==> src/mv4_pkg.sv <==
// Package for the 4x4 float32 matrix-vector transform.
// Float32 class codes, rounding and leading-zero helpers; no dependencies.
package mv4_pkg;

  localparam int unsigned NumRegs  = 8;
  localparam int unsigned RegW     = 64;
  localparam int unsigned IdxW     = 3;
  // Pipeline depth: three multiply stages plus three chained three-stage adders.
  localparam int unsigned Lat      = 12;
  localparam logic [31:0] CanonNan = 32'h7FC0_0000;
  localparam logic [30:0] InfMag   = 31'h7F80_0000;

  typedef enum logic [1:0] {
    K_FIN,
    K_ZERO,
    K_INF,
    K_NAN
  } fpk_t;

  // Leading zeros of a nonzero 48-bit magnitude.
  function automatic logic [5:0] lzc48(input logic [47:0] m);
    logic [5:0] lz;
    lz = 6'd0;
    for (int i = 0; i < 48; i++) begin
      if (m[i]) lz = 6'(47 - i);
    end
    return lz;
  endfunction

  // Round to nearest even and pack. n has its leading one at bit 47, be is the
  // biased exponent of that bit; below one the value goes subnormal.
  function automatic logic [31:0] round_pack(input logic s, input logic [47:0] n,
                                             input logic signed [11:0] be);
    logic [5:0]  sh;
    logic [73:0] full;
    logic [73:0] t;
    logic [73:0] mask;
    logic        lost;
    logic        g;
    logic        st;
    logic        inc;
    logic [23:0] m;
    logic [11:0] bef;
    logic [34:0] w;
    if (be < 12'sd1) begin
      if (be < -12'sd61) sh = 6'd63;
      else sh = 6'(12'sd1 - be);
      bef = 12'd0;
    end else begin
      sh  = 6'd0;
      bef = 12'(be - 12'sd1);
    end
    full = {n, 26'b0};
    t    = full >> sh;
    mask = (74'd1 << sh) - 74'd1;
    lost = |(full & mask);
    m    = t[73:50];
    g    = t[49];
    st   = (|t[48:0]) | lost;
    inc  = g & (st | m[0]);
    w    = {bef, 23'b0} + 35'(m) + 35'(inc);
    if (w >= 35'(InfMag)) return {s, InfMag};
    return {s, w[30:0]};
  endfunction

endpackage

==> src/mv4_fp_mul.sv <==
// Three-stage float32 multiplier: multiply, leading-zero count, normalize/round.
// Depends on mv4_pkg.
module mv4_fp_mul import mv4_pkg::*; (
  input  logic        clk,
  input  logic        en,
  input  logic [31:0] a,
  input  logic [31:0] b,
  output logic [31:0] y
);

  logic        za, zb, ia, ib, na, nb;
  logic [7:0]  xa, xb;
  fpk_t        k_nxt;

  logic               s_a_r, s_b_r;
  fpk_t               k_a_r, k_b_r;
  logic signed [11:0] be_a_r, be_b_r;
  logic [47:0]        p_a_r, p_b_r;
  logic [5:0]         lz_b_r;
  logic [31:0]        y_r;
  logic [31:0]        y_nxt;

  always_comb begin
    za = (a[30:23] == 8'd0) && (a[22:0] == 23'd0);
    zb = (b[30:23] == 8'd0) && (b[22:0] == 23'd0);
    ia = (a[30:23] == 8'hFF) && (a[22:0] == 23'd0);
    ib = (b[30:23] == 8'hFF) && (b[22:0] == 23'd0);
    na = (a[30:23] == 8'hFF) && (a[22:0] != 23'd0);
    nb = (b[30:23] == 8'hFF) && (b[22:0] != 23'd0);
    xa = (a[30:23] == 8'd0) ? 8'd1 : a[30:23];
    xb = (b[30:23] == 8'd0) ? 8'd1 : b[30:23];
    if (na || nb || (ia && zb) || (ib && za)) k_nxt = K_NAN;
    else if (ia || ib) k_nxt = K_INF;
    else if (za || zb) k_nxt = K_ZERO;
    else k_nxt = K_FIN;
  end

  always_comb begin
    case (k_b_r)
      K_NAN:   y_nxt = CanonNan;
      K_INF:   y_nxt = {s_b_r, InfMag};
      K_ZERO:  y_nxt = {s_b_r, 31'd0};
      default: y_nxt = round_pack(s_b_r, p_b_r << lz_b_r, be_b_r - 12'(lz_b_r));
    endcase
  end

  always_ff @(posedge clk) begin
    if (en) begin
      s_a_r  <= a[31] ^ b[31];
      k_a_r  <= k_nxt;
      be_a_r <= 12'(xa) + 12'(xb) - 12'sd126;
      p_a_r  <= {24'd0, |a[30:23], a[22:0]} * {24'd0, |b[30:23], b[22:0]};
      s_b_r  <= s_a_r;
      k_b_r  <= k_a_r;
      be_b_r <= be_a_r;
      p_b_r  <= p_a_r;
      lz_b_r <= lzc48(p_a_r);
      y_r    <= y_nxt;
    end
  end

  assign y = y_r;

endmodule

==> config.mk <==
export PLATFORM = sky130hd
export DESIGN_NAME = mv4_fp_mul
export DESIGN_NICKNAME = d
export VERILOG_FILES = /design/src/mv4_pkg.sv /design/src/mv4_fp_mul.sv
export SDC_FILE = /design/constraint.sdc
export NUM_CORES = 2
export LEC_CHECK = 0
export BUFFER_PORTS_ARGS = -buffer_cell sky130_fd_sc_hd__clkbuf_2
export CORE_UTILIZATION = 42
export CTS_CLUSTER_SIZE = 30
export DETAILED_ROUTE_END_ITERATION = 10
export PLACE_DENSITY = 0.64
export SETUP_SLACK_MARGIN = 0.02
export SLEW_MARGIN = 20
export SYNTH_ARGS = -nofsm -noshare
export SYNTH_HDL_FRONTEND = slang
export SYNTH_SLANG_ARGS = --single-unit
==> constraint.sdc <==
create_clock -name clk -period 8.27 [get_ports clk]
set_clock_uncertainty 0.1 [all_clocks]
set_input_delay 1.2405 -clock clk [delete_from_list [all_inputs] [get_ports clk]]
set_output_delay 1.2405 -clock clk [all_outputs]
set_load 0.01 [all_outputs]
# Word level (Yosys, flattened, before mapping)
# Index checks and enable logic that the tools add are counted.
word_totals:
  reg_bits: 164
  input_bits: 66
  output_inout_bits: 32
  word_cells: 132
op_classes:
  add_sub_neg: 8
  n_mul: 1
  order_cmp: 3
  n_eq_ne: 5
  shift: 3
  n_mux: 61
  bitwise_logic: 5
  reduce_logical: 30
op_table:
  columns: ["op", "count"]
  rows:
  - ["6-bit 2-to-1 mux", 19]
  - ["32-bit case mux with 3 select lines", 1]
  - ["5-bit 2-to-1 mux", 16]
  - ["74-bit bitwise AND", 1]
  - ["74-bit OR reduction", 1]
  - ["1-bit by 6-bit << shifter with 74-bit output, first input constant", 1]
  - ["74-bit by 6-bit right shift with 74-bit output", 1]
  - ["74-bit by 1-bit subtractor with 74-bit output, second input constant", 1]
  - ["32-bit 2-to-1 mux", 2]
  - ["49-bit OR reduction", 1]
  - ["24-bit by 24-bit multiplier with 48-bit output", 1]
  - ["48-bit by 6-bit << shifter with 48-bit output", 1]
  - ["23-bit logical NOT", 2]
  - ["23-bit nonzero test", 2]
  - ["35-bit by 1-bit adder with 35-bit output", 1]
  - ["35-bit by 24-bit adder with 35-bit output", 1]
  - ["35-bit by 31-bit >= comparator with 1-bit output, second input constant", 1]
  - ["4-bit 2-to-1 mux", 8]
  - ["32-bit OR reduction", 1]
  - ["12-bit 2-to-1 mux", 2]
  - ["8-bit OR reduction", 3]
  - ["8-bit == test, second input constant", 2]
  - ["8-bit logical NOT", 2]
  - ["8-bit 2-to-1 mux", 2]
  - ["other kinds (21)", 43]

# Longest topological paths before layout
logic_depth:
  word_depth: 47
  mapped_depth: 32
  ltp_nobuf: 31

# Least setup slack after synthesis
# Ideal clock, no wire load.
synth_path:
  path_kind: "input to register"
  start: "in b[0]"
  end: "reg p_a_r[46] (data pin)"
  setup_ns: 0.258
  arrival_time_ns: 8.406
  t_required_ns: 7.912
  path_slack_ns: -0.494
  path_stages: 29
  path_buffers: 1
  path_cell_list: "clkbuf_1 -> and2_1 -> fa_1 -> inv_1 -> fa_1 -> inv_1 -> fa_1 -> ha_1 -> inv_1 -> fa_1 -> inv_1 -> fa_1 -> fa_1 -> ha_1 -> a21o_1 -> a21oi_1 -> o21ai_0 -> a2111oi_0 -> nor3_1 -> a41o_1 -> nor4_1 -> o31ai_1 -> o41ai_1 -> o2111ai_1 -> o211ai_1 -> o21ai_0 -> a221o_1 -> a21oi_1 -> xnor2_1"
synth_via:
  elab_chain_len: 1
synth_rtl:
  columns: ["item", "line", "rtl"]
  rows:
  - ["from (decl)", "mv4_fp_mul.sv:7", "input logic [31:0] b,"]
  - ["24-bit by 24-bit multiplier with 48-bit output", "mv4_fp_mul.sv:52", "p_a_r <= {24'd0, |a[30:23], a[22:0]} * {24'd0, |b[30:23], b[22:0]};"]
  - ["to (signal assigned)", "mv4_fp_mul.sv:52", null]
  - ["to (decl)", "mv4_fp_mul.sv:18", "logic [47:0] p_a_r, p_b_r;"]
# No other way between the ends.
# A chain may end at the register's enable or synchronous reset.

# Worst setup path after layout
layout_path:
  start: "in a[5]"
  end: "reg p_a_r[47] (data pin)"
layout_via:
  elab_chain_len: 1
layout_rtl:
  columns: ["item", "line", "rtl"]
  rows:
  - ["from (decl)", "mv4_fp_mul.sv:6", "input logic [31:0] a,"]
  - ["24-bit by 24-bit multiplier with 48-bit output", "mv4_fp_mul.sv:52", null]
# No other way between the ends.

==> results.cfg <==
[routing]
wl_per_cell_um = 19.80
drt-initial-drc-count = 2146
drc_errors = 0
via_per_inst = 5.601
ant_nets = 0
drt_wl_total_um = 98290
drtPass1Iterations = 6
num_vias = 27800

[hold_path]
holdCritPathClass = flip-flop to flip-flop

[floorplanning]
io_pins = 98
die-height_um = 283.3
coreArea_mm2 = 0.07785
dieArea_mm2 = 0.08027
initial_core_util_pct = 42.70
fp.dieW_um = 283.3
row_count = 102

[grt]
grt_max_degree = 97
grt_pass1_wl_um = 158800
grtUsageTotal_pct = 24.75
antenna_found_initial = 1
grt_pass1_vias = 28950
gr-total-overflow = 0

[setup_path]
critPathKind = input pin to flip-flop
rr_endpoint = y[10]$_DFFE_PP_
crit_path_end = p_a_r[47]$_DFFE_PP_
start_kind = input pin
worst_r2r_path_depth = 22
endpoint_kind = flip-flop
worstPathRequired_ps = 8360
timing.rr.start = lz_b_r[5]$_SDFFCE_PP0P_
crit_path_start = a[5]
crit_fanout = 14
reg2reg_slack_ps = 640
crit_arrival_ps = 8140

[cells_and_area]
regArea_mm2 = 0.004805
drive_above_1_share_pct = 15.21
multiInputGateArea_mm2 = 0.02577
antenna_cells = 0
fin_nets = 4662
syn_to_final_growth_pct = 12.49
fillers = 7510

[timing]
setup_violations = 0
slew_violations = 0
hold_violations = 0
relSlewSlack_pct = 31.25
rsz0062_at_grt = yes
finalCriticalPeriod_ps = 8045
fmax_mhz = 124.3
fin_tns_setup_ps = 0
min_period_over_period_pct = 97.28
worstMarginPinSlew_ps = 1029

[synthesis]
syn-cell-area_mm2 = 0.03324
ys_warn_count = 0
synth_ff_type = edfxtp_1
syn_avg_cell_area_um2 = 8.942
synthCells = 3717
yosysUniqueCellTypes = 108
synth_edf_count = 160
synth_seq_cells = 160
synth-seq-area-share_pct = 14.46
synth_nets = 4468
async_reset_ff_share_pct = 0

[placed_design]
post-dp-hpwl_um = 80360
portBuffers = 97
gp_congestion = 0.9940

[clock_network]
insertion_delay_ps = 450
cts_num_sinks = 160
path_clk_slew_ps = 70
cts_buffers = 17
cts-root-buf = clkbuf_16
cts_tree = yes
htreeDepth = 4
cts_max_path_buffers = 2

[run_status]
status = finished clean

[run]
cap_violations = 0
[timing repair]
action / in CTS / in global routing
hold buffers: 0 / 0
hold endpoints to repair: 0 / 0
setup endpoints to repair: 4 / 9
setup buffers: 8 / 1
pin swaps: 20 / 31
resized for setup: 10 / 45
[how the worst min path moves through the flow]
stage	from	to	slack (ps)	cells after the start
6_report	be_a_r[0]$_DFFE_PP_	be_b_r[0]$_DFFE_PP_	320	0
5_1_grt	be_a_r[10]$_DFFE_PP_	be_b_r[10]$_DFFE_PP_	330	0
3_3_place_gp	be_a_r[6]$_DFFE_PP_	be_b_r[6]$_DFFE_PP_	300	0
2_1_floorplan	be_a_r[0]$_DFFE_PP_	be_b_r[0]$_DFFE_PP_	300	0
4_1_cts	be_a_r[10]$_DFFE_PP_	be_b_r[10]$_DFFE_PP_	320	0
3_5_place_dp	be_a_r[10]$_DFFE_PP_	be_b_r[10]$_DFFE_PP_	300	0
[logic make-up after synthesis]
| kind of cell | after synthesis | share of synthesized area (%) |
|---|---|---|
| compound gates | 534 | 11.35 |
| simple gates | 1294 | 18.52 |
| buf+inv | 748 | 8.748 |
| flops | 160 | 14.46 |
| mux | 200 | 7.615 |
| xor+xnor | 95 | 2.567 |
| fa+ha+maj | 686 | 36.75 |
[layout make-up]
type / instances / share of cell area [%]
multi-input combinational: 2809 / 68.91
sequential: 160 / 12.85
timing repair buffer: 387 / 7.700
inverter: 536 / 5.381
tap: 1040 / 3.480
clock buffer: 17 / 1.138
clock inverter: 15 / 0.5387
[synthesized netlist by cell type, types with 37 or more instances]
library cell	count	area (um2)
mux2_2	52	585.6
a21oi_1	140	700.7
ha_1	201	2515
nand3_1	55	275.3
xnor2_1	63	551.8
and2_1	228	1426
inv_1	531	1993
clkbuf_1	158	593.1
mux2i_1	110	1101
edfxtp_1	160	4805
o21ai_0	75	375.4
nor2_1	197	739.5
nand2_1	560	2102
fa_1	484	9689
mux4_2	37	833.3
nor3_1	69	345.3
[flip-flops by register name, summed over array words and instances (netlist names)]
signal  flops
be_a_r     10
lz_b_r      6
s_b_r       1
y          32
p_a_r      48
k_a_r       2
k_b_r       2
s_a_r       1
p_b_r      48
be_b_r     10
[worst max-delay path, cell delays in order]
cell and delay [ps]:
clkbuf_2 280, buf_4 260, and2_1 150, fa_1 410, fa_1 490, fa_1 500, inv_1 50, fa_1 480
fa_1 570, inv_1 60, fa_1 510, fa_1 440, ha_1 310, buf_4 130, nand4_1 70, or2_2 310
a31o_2 240, a311o_1 320, a31oi_4 220, a41oi_2 150, a211oi_2 250, a41o_1 220, o41a_1 150, a21o_1 150
a21oi_2 60, xnor2_1 110
[metrics by stage]
step                      cell area [um2]  hold WS [ps]  std cells  setup WS (ps)  util, %
after floorplan                     33290         300.3       3717          6.454        -
after global placement              36500         301.2       4923         -471.7    46.89
after detailed placement            36500         304.5       4923         -583.5    46.89
after CTS                           37250         321.9       4963          27.36    47.84
after global routing                37390         333.0       4964         -35.38    48.03
final                               37390         320.7       4964          224.6    48.03
[placed cells by master, fill, tap and decap left out, drive strengths merged, types with 9 or more instances in the layout]
cell type / instances
nand2: 560
inv: 540
fa: 484
buf: 299
and2: 229
ha: 201
nor2: 197
edfxtp: 160
a21oi: 142
mux2i: 110
clkbuf: 105
o21ai: 82
nor3: 75
xnor2: 63
nand3: 56
mux2: 53
mux4: 37
nor4: 37
a21o: 35
o211ai: 33
xor2: 31
nand2b: 27
a31oi: 23
nand4: 22
o21bai: 20
and3: 19
o31ai: 16
a211oi: 16
or3: 14
or2: 13
nor2b: 12
a22oi: 12
o22ai: 12
clkinv: 11
o21a: 10
a41oi: 10
o2111ai: 9
a221oi: 9
[routing by layer]
layer	vias to the layer above	global-route usage, %	wire length, um
li1	12720	-	-
met1	13750	32.80	41370
met5	-	0	0
met2	1125	41.38	46540
met4	0	8.568	3457
met3	216	3.414	6923
Power is left out: the tool's default activity adds up to more than one toggle a clock period on the data nets, which glitch-free logic cannot reach.
