$ cat config.mk
export PLATFORM = sky130hd
export DESIGN_NAME = mv4_fp_add
export DESIGN_NICKNAME = d
export VERILOG_FILES = /design/src/mv4_pkg.sv /design/src/mv4_fp_add.sv
export SDC_FILE = /design/constraint.sdc
export NUM_CORES = 1
export LEC_CHECK = 0
export BUFFER_PORTS_ARGS = -buffer_cell sky130_fd_sc_hd__buf_2
export CAP_MARGIN = 30
export CORE_MARGIN = 2
export CORE_UTILIZATION = 30
export CTS_CLUSTER_SIZE = 25
export DETAILED_ROUTE_END_ITERATION = 12
export GPL_ROUTABILITY_DRIVEN = 0
export SYNTH_ARGS = -nofsm -noshare
export SYNTH_HDL_FRONTEND = slang
export SYNTH_SLANG_ARGS = --single-unit
$ cat constraint.sdc
create_clock -name clk -period 14.6 [get_ports clk]
set_input_delay 2.19 -clock clk [delete_from_list [all_inputs] [get_ports clk]]
set_output_delay 2.19 -clock clk [all_outputs]
set_load 0.02 [all_outputs]
$ cat src/mv4_pkg.sv
// Package for the 4x4 float32 matrix-vector transform.
// Float32 class codes, rounding and leading-zero helpers; no dependencies.
package mv4_pkg;

  localparam int unsigned NumRegs  = 8;
  localparam int unsigned RegW     = 64;
  localparam int unsigned IdxW     = 3;
  // Pipeline depth: three multiply stages plus three chained three-stage adders.
  localparam int unsigned Lat      = 12;
  localparam logic [31:0] CanonNan = 32'h7FC0_0000;
  localparam logic [30:0] InfMag   = 31'h7F80_0000;

  typedef enum logic [1:0] {
    K_FIN,
    K_ZERO,
    K_INF,
    K_NAN
  } fpk_t;

  // Leading zeros of a nonzero 48-bit magnitude.
  function automatic logic [5:0] lzc48(input logic [47:0] m);
    logic [5:0] lz;
    lz = 6'd0;
    for (int i = 0; i < 48; i++) begin
      if (m[i]) lz = 6'(47 - i);
    end
    return lz;
  endfunction

  // Round to nearest even and pack. n has its leading one at bit 47, be is the
  // biased exponent of that bit; below one the value goes subnormal.
  function automatic logic [31:0] round_pack(input logic s, input logic [47:0] n,
                                             input logic signed [11:0] be);
    logic [5:0]  sh;
    logic [73:0] full;
    logic [73:0] t;
    logic [73:0] mask;
    logic        lost;
    logic        g;
    logic        st;
    logic        inc;
    logic [23:0] m;
    logic [11:0] bef;
    logic [34:0] w;
    if (be < 12'sd1) begin
      if (be < -12'sd61) sh = 6'd63;
      else sh = 6'(12'sd1 - be);
      bef = 12'd0;
    end else begin
      sh  = 6'd0;
      bef = 12'(be - 12'sd1);
    end
    full = {n, 26'b0};
    t    = full >> sh;
    mask = (74'd1 << sh) - 74'd1;
    lost = |(full & mask);
    m    = t[73:50];
    g    = t[49];
    st   = (|t[48:0]) | lost;
    inc  = g & (st | m[0]);
    w    = {bef, 23'b0} + 35'(m) + 35'(inc);
    if (w >= 35'(InfMag)) return {s, InfMag};
    return {s, w[30:0]};
  endfunction

endpackage

$ cat src/mv4_fp_add.sv
// Three-stage float32 adder: align and add, leading-zero count, normalize/round.
// Depends on mv4_pkg.
module mv4_fp_add import mv4_pkg::*; (
  input  logic        clk,
  input  logic        en,
  input  logic [31:0] a,
  input  logic [31:0] b,
  output logic [31:0] y
);

  logic        ia, ib, na, nb, swp;
  logic [31:0] bg, sm;
  logic [7:0]  xg, xs, d;
  logic [26:0] gx, sx, shx, msk;
  logic        stk;
  logic [27:0] sum;
  fpk_t        k_nxt;
  logic        s_nxt;

  logic               s_a_r, s_b_r, z_a_r, z_b_r;
  fpk_t               k_a_r, k_b_r;
  logic signed [11:0] be_a_r, be_b_r;
  logic [27:0]        m_a_r, m_b_r;
  logic [5:0]         lz_b_r;
  logic [31:0]        y_r;
  logic [31:0]        y_nxt;

  always_comb begin
    ia  = (a[30:23] == 8'hFF) && (a[22:0] == 23'd0);
    ib  = (b[30:23] == 8'hFF) && (b[22:0] == 23'd0);
    na  = (a[30:23] == 8'hFF) && (a[22:0] != 23'd0);
    nb  = (b[30:23] == 8'hFF) && (b[22:0] != 23'd0);
    swp = b[30:0] > a[30:0];
    bg  = swp ? b : a;
    sm  = swp ? a : b;
    xg  = (bg[30:23] == 8'd0) ? 8'd1 : bg[30:23];
    xs  = (sm[30:23] == 8'd0) ? 8'd1 : sm[30:23];
    d   = xg - xs;
    gx  = {|bg[30:23], bg[22:0], 3'b0};
    sx  = {|sm[30:23], sm[22:0], 3'b0};
    if (d >= 8'd27) begin
      msk = '0;
      shx = 27'd0;
      stk = |sx;
    end else begin
      msk = (27'd1 << d) - 27'd1;
      shx = sx >> d;
      stk = |(sx & msk);
    end
    if (bg[31] == sm[31]) sum = 28'(gx) + 28'({shx[26:1], shx[0] | stk});
    else sum = 28'(gx) - 28'({shx[26:1], shx[0] | stk});
    if (na || nb || (ia && ib && (a[31] != b[31]))) begin
      k_nxt = K_NAN;
      s_nxt = 1'b0;
    end else if (ia || ib) begin
      k_nxt = K_INF;
      s_nxt = ia ? a[31] : b[31];
    end else begin
      k_nxt = K_FIN;
      s_nxt = bg[31];
    end
  end

  always_comb begin
    case (k_b_r)
      K_NAN:   y_nxt = CanonNan;
      K_INF:   y_nxt = {s_b_r, InfMag};
      K_ZERO:  y_nxt = {z_b_r, 31'd0};
      default: begin
        if (m_b_r == 28'd0) y_nxt = {z_b_r, 31'd0};
        else y_nxt = round_pack(s_b_r, {m_b_r, 20'd0} << lz_b_r, be_b_r - 12'(lz_b_r));
      end
    endcase
  end

  always_ff @(posedge clk) begin
    if (en) begin
      s_a_r  <= s_nxt;
      z_a_r  <= a[31] & b[31];
      k_a_r  <= k_nxt;
      be_a_r <= 12'(xg) + 12'sd1;
      m_a_r  <= sum;
      s_b_r  <= s_a_r;
      z_b_r  <= z_a_r;
      k_b_r  <= k_a_r;
      be_b_r <= be_a_r;
      m_b_r  <= m_a_r;
      lz_b_r <= lzc48({m_a_r, 20'd0});
      y_r    <= y_nxt;
    end
  end

  assign y = y_r;

endmodule

-- Word-level counts from Yosys, hierarchy flattened
Index checks and enable logic that the tools add are counted.
- bits of input ports: 66
- logic and storage cells: 131
- output and inout bits: 32
- register bits: 126
- bitwise logic cells: 7
- reductions and logical operators: 28
- magnitude comparators: 5
- shift operators: 5
- multiplexer cells: 51
- add/subtract/negate cells: 11
- eq/ne operators: 7
- operators by type and width (cell ; number):
    32-bit 2-to-1 mux ; 5
    32-bit one-hot mux with 3 select lines ; 1
    74-bit AND ; 1
    74-bit OR reduction ; 1
    1-bit by 6-bit << shifter with 74-bit output, first input constant ; 1
    74-bit by 6-bit >> shifter with 74-bit output ; 1
    74-bit by 1-bit subtractor with 74-bit output, second input constant ; 1
    5-bit 2-to-1 mux ; 12
    27-bit OR reduction ; 2
    49-bit OR reduction ; 1
    48-bit by 6-bit << shifter with 48-bit output ; 1
    23-bit zero test ; 2
    23-bit nonzero test ; 2
    12-bit 2-to-1 mux ; 3
    35-bit by 1-bit adder with 35-bit output ; 1
    35-bit by 24-bit adder with 35-bit output ; 1
    35-bit by 31-bit >= comparator with 1-bit output, second input constant ; 1
    4-bit 2-to-1 mux ; 8
    31-bit > comparator ; 1
    31-bit OR reduction ; 1
    27-bit by 27-bit adder with 28-bit output ; 1
    28-bit zero test ; 1
    28-bit 2-to-1 mux ; 1
    27-bit by 27-bit subtractor with 28-bit output ; 1
    other kinds (33) ; 63

-- Longest topological paths before layout
Gate-level depths: netlist (run 1).
- depth in word-level cells: 27
- gate-level depth with buffers: 49
- mapped depth without buffers: 46

-- Worst setup path before layout (run 1)
No wires, ideal clock.
- path kind: input to register
- from: input port a[22]
- to: register m_a_r[26], data pin
- library setup time: 0.259 ns
- required time: 14.341 ns
- setup slack: 2.354 ns
- stages on the path: 44
- arrival: 11.987 ns
- path buffers: 6
- cell sequence: inv_1 ha_1 nand4_1 or4_1 nor4_1 nor2_1 nand2_1 clkbuf_1 clkbuf_1 buf_1 clkbuf_1 a31oi_1 or4_1 nor4_1 nor2b_1 ha_1 fa_1 xor2_1 (+8 left out) nand2b_1 ha_1 inv_1 a21o_1 a21oi_1 o21bai_1 a221o_1 a2111oi_0 o41ai_1 a2111o_1 a31oi_1 nor2_1 o21bai_1 a221o_1 nor3_1 a21oi_1 o211ai_1 xnor2_1
- cells in the longest elaborated chain, start to end: 13
- elaborated cells between the ends (all ways): 24
- those cells by class: add/sub (4); order compare (2); eq/ne (1); shift (2); mux (7); bitwise (2); reduce/logical (6)
- RTL lines (element ; RTL line ; source):
    start, declared ; mv4_fp_add.sv:6 ; input logic [31:0] a,
    31-bit > comparator ; mv4_fp_add.sv:33 ; swp = b[30:0] > a[30:0];
    32-bit 2-to-1 mux (on tied branches) ; mv4_fp_add.sv:34, mv4_fp_add.sv:35 ;
    8-bit zero test (on tied branches) ; mv4_fp_add.sv:36, mv4_fp_add.sv:37 ;
    8-bit 2-to-1 mux (on tied branches) ; mv4_fp_add.sv:36, mv4_fp_add.sv:37 ;
    8-bit subtractor ; mv4_fp_add.sv:38 ; d = xg - xs;
    1-bit by 8-bit << shifter with 27-bit output ; mv4_fp_add.sv:46 ; msk = (27'd1 << d) - 27'd1;
    27-bit by 1-bit subtractor with 27-bit output ; mv4_fp_add.sv:46 ;
    27-bit AND ; mv4_fp_add.sv:48 ; stk = |(sx & msk);
    27-bit OR reduction ; mv4_fp_add.sv:48 ;
    1-bit 2-to-1 mux ; mv4_fp_add.sv:41 ; if (d >= 8'd27) begin
    1-bit OR ; mv4_fp_add.sv:50, mv4_fp_add.sv:51 ;
    27-bit by 27-bit subtractor with 28-bit output / 27-bit by 27-bit adder with 28-bit output (equally long branches) ; mv4_fp_add.sv:51, mv4_fp_add.sv:50 ;
    28-bit 2-to-1 mux * ; mv4_fp_add.sv:50 ; if (bg[31] == sm[31]) sum = 28'(gx) + 28'({shx[26:1], shx[0] | stk});
    via sum[26] ; mv4_fp_add.sv:16 ; logic [27:0] sum;
    end signal, assigned ; mv4_fp_add.sv:82 ; m_a_r <= sum;
    end, declared ; mv4_fp_add.sv:23 ; logic [27:0] m_a_r, m_b_r;
The timed path passes the listed nets; every way through them passes the cells marked *.
A chain may end at the register's enable or synchronous reset.

-- Worst setup path after layout (run 1)
- from: input port a[21]
- to: register m_a_r[27], data pin
Same word-level chain as after synthesis.

==> out/qor.txt, run 1 <==
outcome = completed
largest net degree at the start of global routing = 82
Starting Density = 30.19%
Crit Path Class = input port to flip-flop
Mapped Area = 0.01615 mm2
Layout fillers = 5623
vias in the first global route = 15750
r2r endpoint = y[0]
worst rel slew slack = 33.08%
number of CTS-inserted buffers = 17
First-pass DRT Iterations = 6
P&R area growth vs syn = 10.75%
CTS Root Cell = clkbuf_16
r2r worst-path depth = 19
top cell type by total area after synthesis = edfxtp_1
reg-to-reg slack, setup = 6.14 ns
Leak = 7.015 nW
CTS tree = built
PwrDens = 122.6 mW/mm2
min setup slack post-route = 1.327 ns
Worst-Skew Late Latency = 0.42 ns
total of max-cap violations = 0
Setup Skew = 0.01267 ns
dpl ws = 1.153 ns
CP Data Arrival Time = 13.43 ns
ant diodes = 0
warnings from Yosys = 0
xor/xnor share of the synthesized area = 4.448%
number of antenna violations at the first check in global routing = 0
total track usage = 18.10%
fin nets = 2248
chip width = 236.0 um
Tightest Hold Check Type = flip-flop to flip-flop
Top cell by count, worst path = a21oi_1
Pwr Total = 0.002193 W
DR top layer = met4
post-CTS setup buffers = 0
clock sinks = 119
hpwl dp = 40900 um
final worst path period share = 90.91%
CP Launch Type = input port
syn avg cell area = 7.877 um2
CTS hold repair buffers = 0
RSZ-0062 raised after global routing = no
IO Port Bufs = 97
Synth cell types = 95
crit end category = flip-flop
reg-to-reg startpoint = lz_b_r[1]
number of synthesized flops with an enable pin = 119
Final Slew Violations = 0
wirelength, routed = 51880 um
Post-CTS Resized = 0
Core Box Area = 0.05350 mm2
die height = 236.0 um
routed wl met3 = 3584 um
ys async rst share = 0%
proportion of synthesized area in mux cells = 11.89%
hold endpoint = be_b_r[5]
Post-Synthesis Cells = 2050
grt ovf = 0
Required @ worst endpoint = 14.76 ns
Max Fclk = 0.07534 GHz
share of cells above drive strength 1 = 12.80%
Syn Nets = 2218
ANT nets after route = 0
routed len/inst = 18.60 um
commonest non-fill, non-tap cell in the layout = nand2_1
post-synthesis simple-gate area fraction = 23.76%
synth top area cells = edfxtp_1 (22%), ha_1 (7.7%), o21ai_0 (5.1%)
VDD IR-drop max = 0.07079 mV
worst slew pin tran = 0.9933 ns
min Tclk post-route = 13.27 ns
metal2 WL = 24100 um
top cell type's share of synthesized area = 22.13%
CTS H-Tree Depth = 4
compound-cell area share of the yosys netlist = 24.07%
Final Hold Viols = 0
M1 WL = 21560 um
post-synthesis sequential area ratio = 22.13%
most frequent cells in the layout = nand2_1 (214), nor2_1 (210), o21ai_0 (164)
synthesized flop and latch total = 119
CP Max Fanout = 22
die area = 0.05570 mm2
FP Rows = 85
slowest library cell on the worst path = or4_1
max incr delay on CP = 0.58 ns
DR DRC count = 0
global-route wire length before repair = 83460 um
Top Ports = 98
setup TNS = 0 ns
Vias/cell = 5.914
DRT iter0 DRCs = 1803
Synth Area in Adders = 8.043%
largest family of logic cells by synthesized area = compound AO/OA/AOI/OAI gates
Top FF cell, synth = edfxtp_1
Via Count = 16490
hold_sp = be_a_r[5]
clock transition at the registers of the reported paths = 0.05 ns
Final setup viols = 0
hold depth = 0
Max Buffers Root-to-Sink = 2
hold slack = 0.4160 ns
[area by class of cell]
cell class | instances | area, um2 | share of cell area, %
timing repair buffer | 123 | 728.2 | 4.072
multi-input combinational | 1700 | 11690 | 65.35
tap | 696 | 870.8 | 4.869
inverter | 119 | 446.7 | 2.498
clock inverter | 15 | 152.6 | 0.8535
clock buffer | 17 | 425.4 | 2.379
sequential | 119 | 3573 | 19.98
[synthesized netlist by cell type (all sizes together) (31+ instances only)]
library cell  number
nand2            214
nor2             211
o21ai            167
a21oi            125
edfxtp           119
inv              116
ha                99
clkbuf            82
mux2i             74
nor3              69
nand3             62
xnor2             47
nor4              46
mux2              37
mux4              33
a211oi            31
[metal layers]
layer / GRT usage [%] / up-vias
li1: - / 7793
met1: 22.48 / 7780
met2: 30.25 / 745
met3: 3.054 / 176
met4: 9.072 / 0
met5: 0 / -
[how the worst max path moves through the flow]
stage | from | endpoint | slack, ns | cells after the start
after floorplan | a[22] | m_a_r[26] | 2.35 | 44
after global placement | a[21] | m_a_r[26] | 1.52 | 45
after detailed placement | a[21] | m_a_r[26] | 1.15 | 45
after CTS | a[21] | m_a_r[26] | 1.54 | 45
after global routing | a[21] | m_a_r[26] | 0.36 | 45
final | a[21] | m_a_r[27] | 1.33 | 45
[critical path, delay by kind of cell]
family / cells / cell delay, ns
mux: 1 / 0.14
fa+ha+maj: 5 / 1.61
compound gates: 19 / 4.17
buf+inv: 4 / 0.44
simple gates: 16 / 4.84
[power by group]
part	internal [W]	switching, W
sequential	0.000443	0.0000404
clock	0.000251	0.000162
combinational	0.000469	0.000829
total	0.00116	0.00103
[state kept, by name, summed over array words and instances (netlist names)]
register and count:
be_a_r 9, be_b_r 9, k_a_r 2, k_b_r 2, lz_b_r 5, m_a_r 28
m_b_r 28, s_a_r 1, s_b_r 1, y 32, z_a_r 1, z_b_r 1
[logic make-up after synthesis]
group           Yosys count
simple gates            791
mux                     144
flops                   119
compound gates          585
fa+ha+maj               102
xor+xnor                 78
buf+inv                 231
[stage by stage]
stage / instances / utilization [%] / area (um2)
final: 2789 / 33.43 / 17880
after global routing: 2789 / 33.43 / 17880
after CTS: 2786 / 33.31 / 17820
after detailed placement: 2754 / 32.23 / 17240
after global placement: 2754 / 32.23 / 17240
after floorplan: 2050 / - / 16150
No activity file was read; power rests on OpenSTA's default activity.
==> inputs of run 2 (changes only) <==
CORE_UTILIZATION = 40   (was 30)
==> run 2 against run 1 <==
Effect of this change:
- wire length rose by 1.3%
- flip-flop and latch count did not move
- fmax fell by 1.5%
- cell count fell by 6.3%
- register-to-register slack improved by 0.02 ns
- utilization rose by 11 points
- sequential share of layout area rose by 0.27 points
- clock power rose by 5.1%
- worst setup slack got worse by 0.20 ns
- final area fell by 1.3%
- total power rose by 1.2%
- largest power group unchanged
==> out/qor.txt, run 2 (same netlist as run 1, synthesis figures left out) <==
outcome = completed
Worst-Skew Late Latency = 0.42 ns (about the same)
total track usage = 25.04% (+6.9 points)
share of cells above drive strength 1 = 12.45% (-0.35 points)
Setup Skew = 0.009457 ns (-0.003214 ns)
wirelength, routed = 52560 um (+1.3%)
routed len/inst = 20.12 um (+8.1%)
clock sinks = 119 (unchanged)
Tightest Hold Check Type = flip-flop to flip-flop
RSZ-0062 raised after global routing = no
global-route wire length before repair = 84660 um (+1.4%)
number of antenna violations at the first check in global routing = 0 (unchanged)
Buf+Inv Stages, Crit Path = 4 (unchanged)
DR DRC count = 0 (unchanged)
min Tclk post-route = 13.47 ns (+0.1988 ns)
fin nets = 2244 (-0.18%)
First-pass DRT Iterations = 7 (+1)
hpwl dp = 41230 um (+0.81%)
ANT nets after route = 0 (unchanged)
final worst path period share = 92.27% (+1.4 points)
Top cell by count, worst path = a21oi_1
worst slew pin tran = 1.052 ns (+0.05898 ns)
Final setup viols = 0 (unchanged)
CP Launch Type = input port
grt ovf = 0 (unchanged)
max reg flops = 32 (unchanged)
min setup slack post-route = 1.128 ns (-0.1988 ns)
dpl ws = 0.9828 ns (-0.1701 ns)
Final Hold Viols = 0 (unchanged)
vias in the first global route = 15640 (-0.69%)
Final Slew Violations = 0 (unchanged)
max incr delay on CP = 0.73 ns (+0.15 ns)
reg-to-reg slack, setup = 6.16 ns (+0.02 ns)
VDD IR-drop max = 0.05505 mV (-22%)
CP Data Arrival Time = 13.63 ns (+0.20 ns)
IO Port Bufs = 97 (unchanged)
hold depth = 0 (unchanged)
CTS hold repair buffers = 0 (unchanged)
hold_sp = be_a_r[7]
Crit path max-delay family = simple AND/OR/NAND/NOR gates
Max Buffers Root-to-Sink = 2 (unchanged)
die area = 0.04199 mm2 (-25%)
hold endpoint = be_b_r[7]
FP Rows = 73 (-14%)
Required @ worst endpoint = 14.76 ns (about the same)
slowest library cell on the worst path = nor2_1
DRT iter0 DRCs = 1694 (-6.0%)
Pwr Total = 0.002219 W (+1.2%)
r2r worst-path depth = 19 (unchanged)
CP Max Fanout = 22 (unchanged)
Max Fclk = 0.07423 GHz (-1.5%)
ant diodes = 0 (unchanged)
Leak = 7.008 nW (about the same)
crit end category = flip-flop
total of max-cap violations = 0 (unchanged)
CTS Root Cell = clkbuf_16
Vias/cell = 6.263 (+5.9%)
post-CTS setup buffers = 0 (unchanged)
PwrDens = 125.7 mW/mm2 (+2.5%)
Starting Density = 40.55% (+10 points)
CTS H-Tree Depth = 4 (unchanged)
most frequent cells in the layout = nand2_1 (214), nor2_1 (210), o21ai_0 (164)
Core Box Area = 0.03982 mm2 (-26%)
reg-to-reg startpoint = lz_b_r[1]
Top Ports = 98 (unchanged)
Post-CTS Resized = 0 (unchanged)
die height = 204.9 um (-13%)
setup TNS = 0 ns (unchanged)
r2r endpoint = y[0]
Crit Path Class = input port to flip-flop
Via Count = 16360 (-0.79%)
CTS tree = built
commonest non-fill, non-tap cell in the layout = nand2_1
worst rel slew slack = 29.31% (-3.8 points)
final cell count without fillers = 2613 (-6.3%)
clock transition at the registers of the reported paths = 0.05 ns (about the same)
Inst Count DP = 2581 (-6.3%)
number of CTS-inserted buffers = 17 (unchanged)
largest net degree at the start of global routing = 71 (-13%)
P&R area growth vs syn = 9.282%
chip width = 204.9 um (-13%)
==> run 2: changes by cell type in the layout (fill, tap and decap cells not counted), sizes merged <==
cell	before	now
clkinvlp	2	0
buf	123	119
clkinv	12	9
bufinv	2	5
inv	118	116
clkbuf	17	20
==> run 2: power by group <==
part / internal, W / switching, W
registers: 0.000444 / 0.0000421
clock network: 0.000299 / 0.000135
logic: 0.000462 / 0.000837
total: 0.00120 / 0.00101
==> run 2: layout make-up <==
type	instances	area [um2]
well taps	525	656.9
repair buffers	119	665.6
clock buffers	20	436.7
clock inverters	11	180.2
fillers	4084	22180
inverters	119	446.7
multi-input cells	1700	11690
flip-flops and latches	119	3573
==> run 2: layer usage <==
layer  global-route usage (%)  share of wire [%]
met1                    31.24                 41
met2                    41.55                 47
met3                    3.675                6.4
met4                    13.72                5.8
met5                        0                  0
==> run 2: worst max-delay path by stage <==
stage | startpoint | endpoint | slack (ns) | cells past startpoint
after detailed placement | a[21] | m_a_r[26] | 0.98 | 44
after floorplan | a[22] | m_a_r[26] | 2.35 | 44
after global routing | a[21] | m_a_r[27] | 0.20 | 44
after CTS | a[21] | m_a_r[26] | 1.40 | 44
after global placement | a[21] | m_a_r[26] | 1.36 | 44
final | a[21] | m_a_r[26] | 1.13 | 44
==> run 2: through the flow <==
step                area (um2)  util (%)  hold slack (ns)
global placement         17010     42.71           0.4003
floorplan                16150         -           0.4003
CTS                      17630     44.26           0.4152
detailed placement       17010     42.71           0.4045
finish                   17650     44.31           0.4139
global route             17650     44.31           0.4259
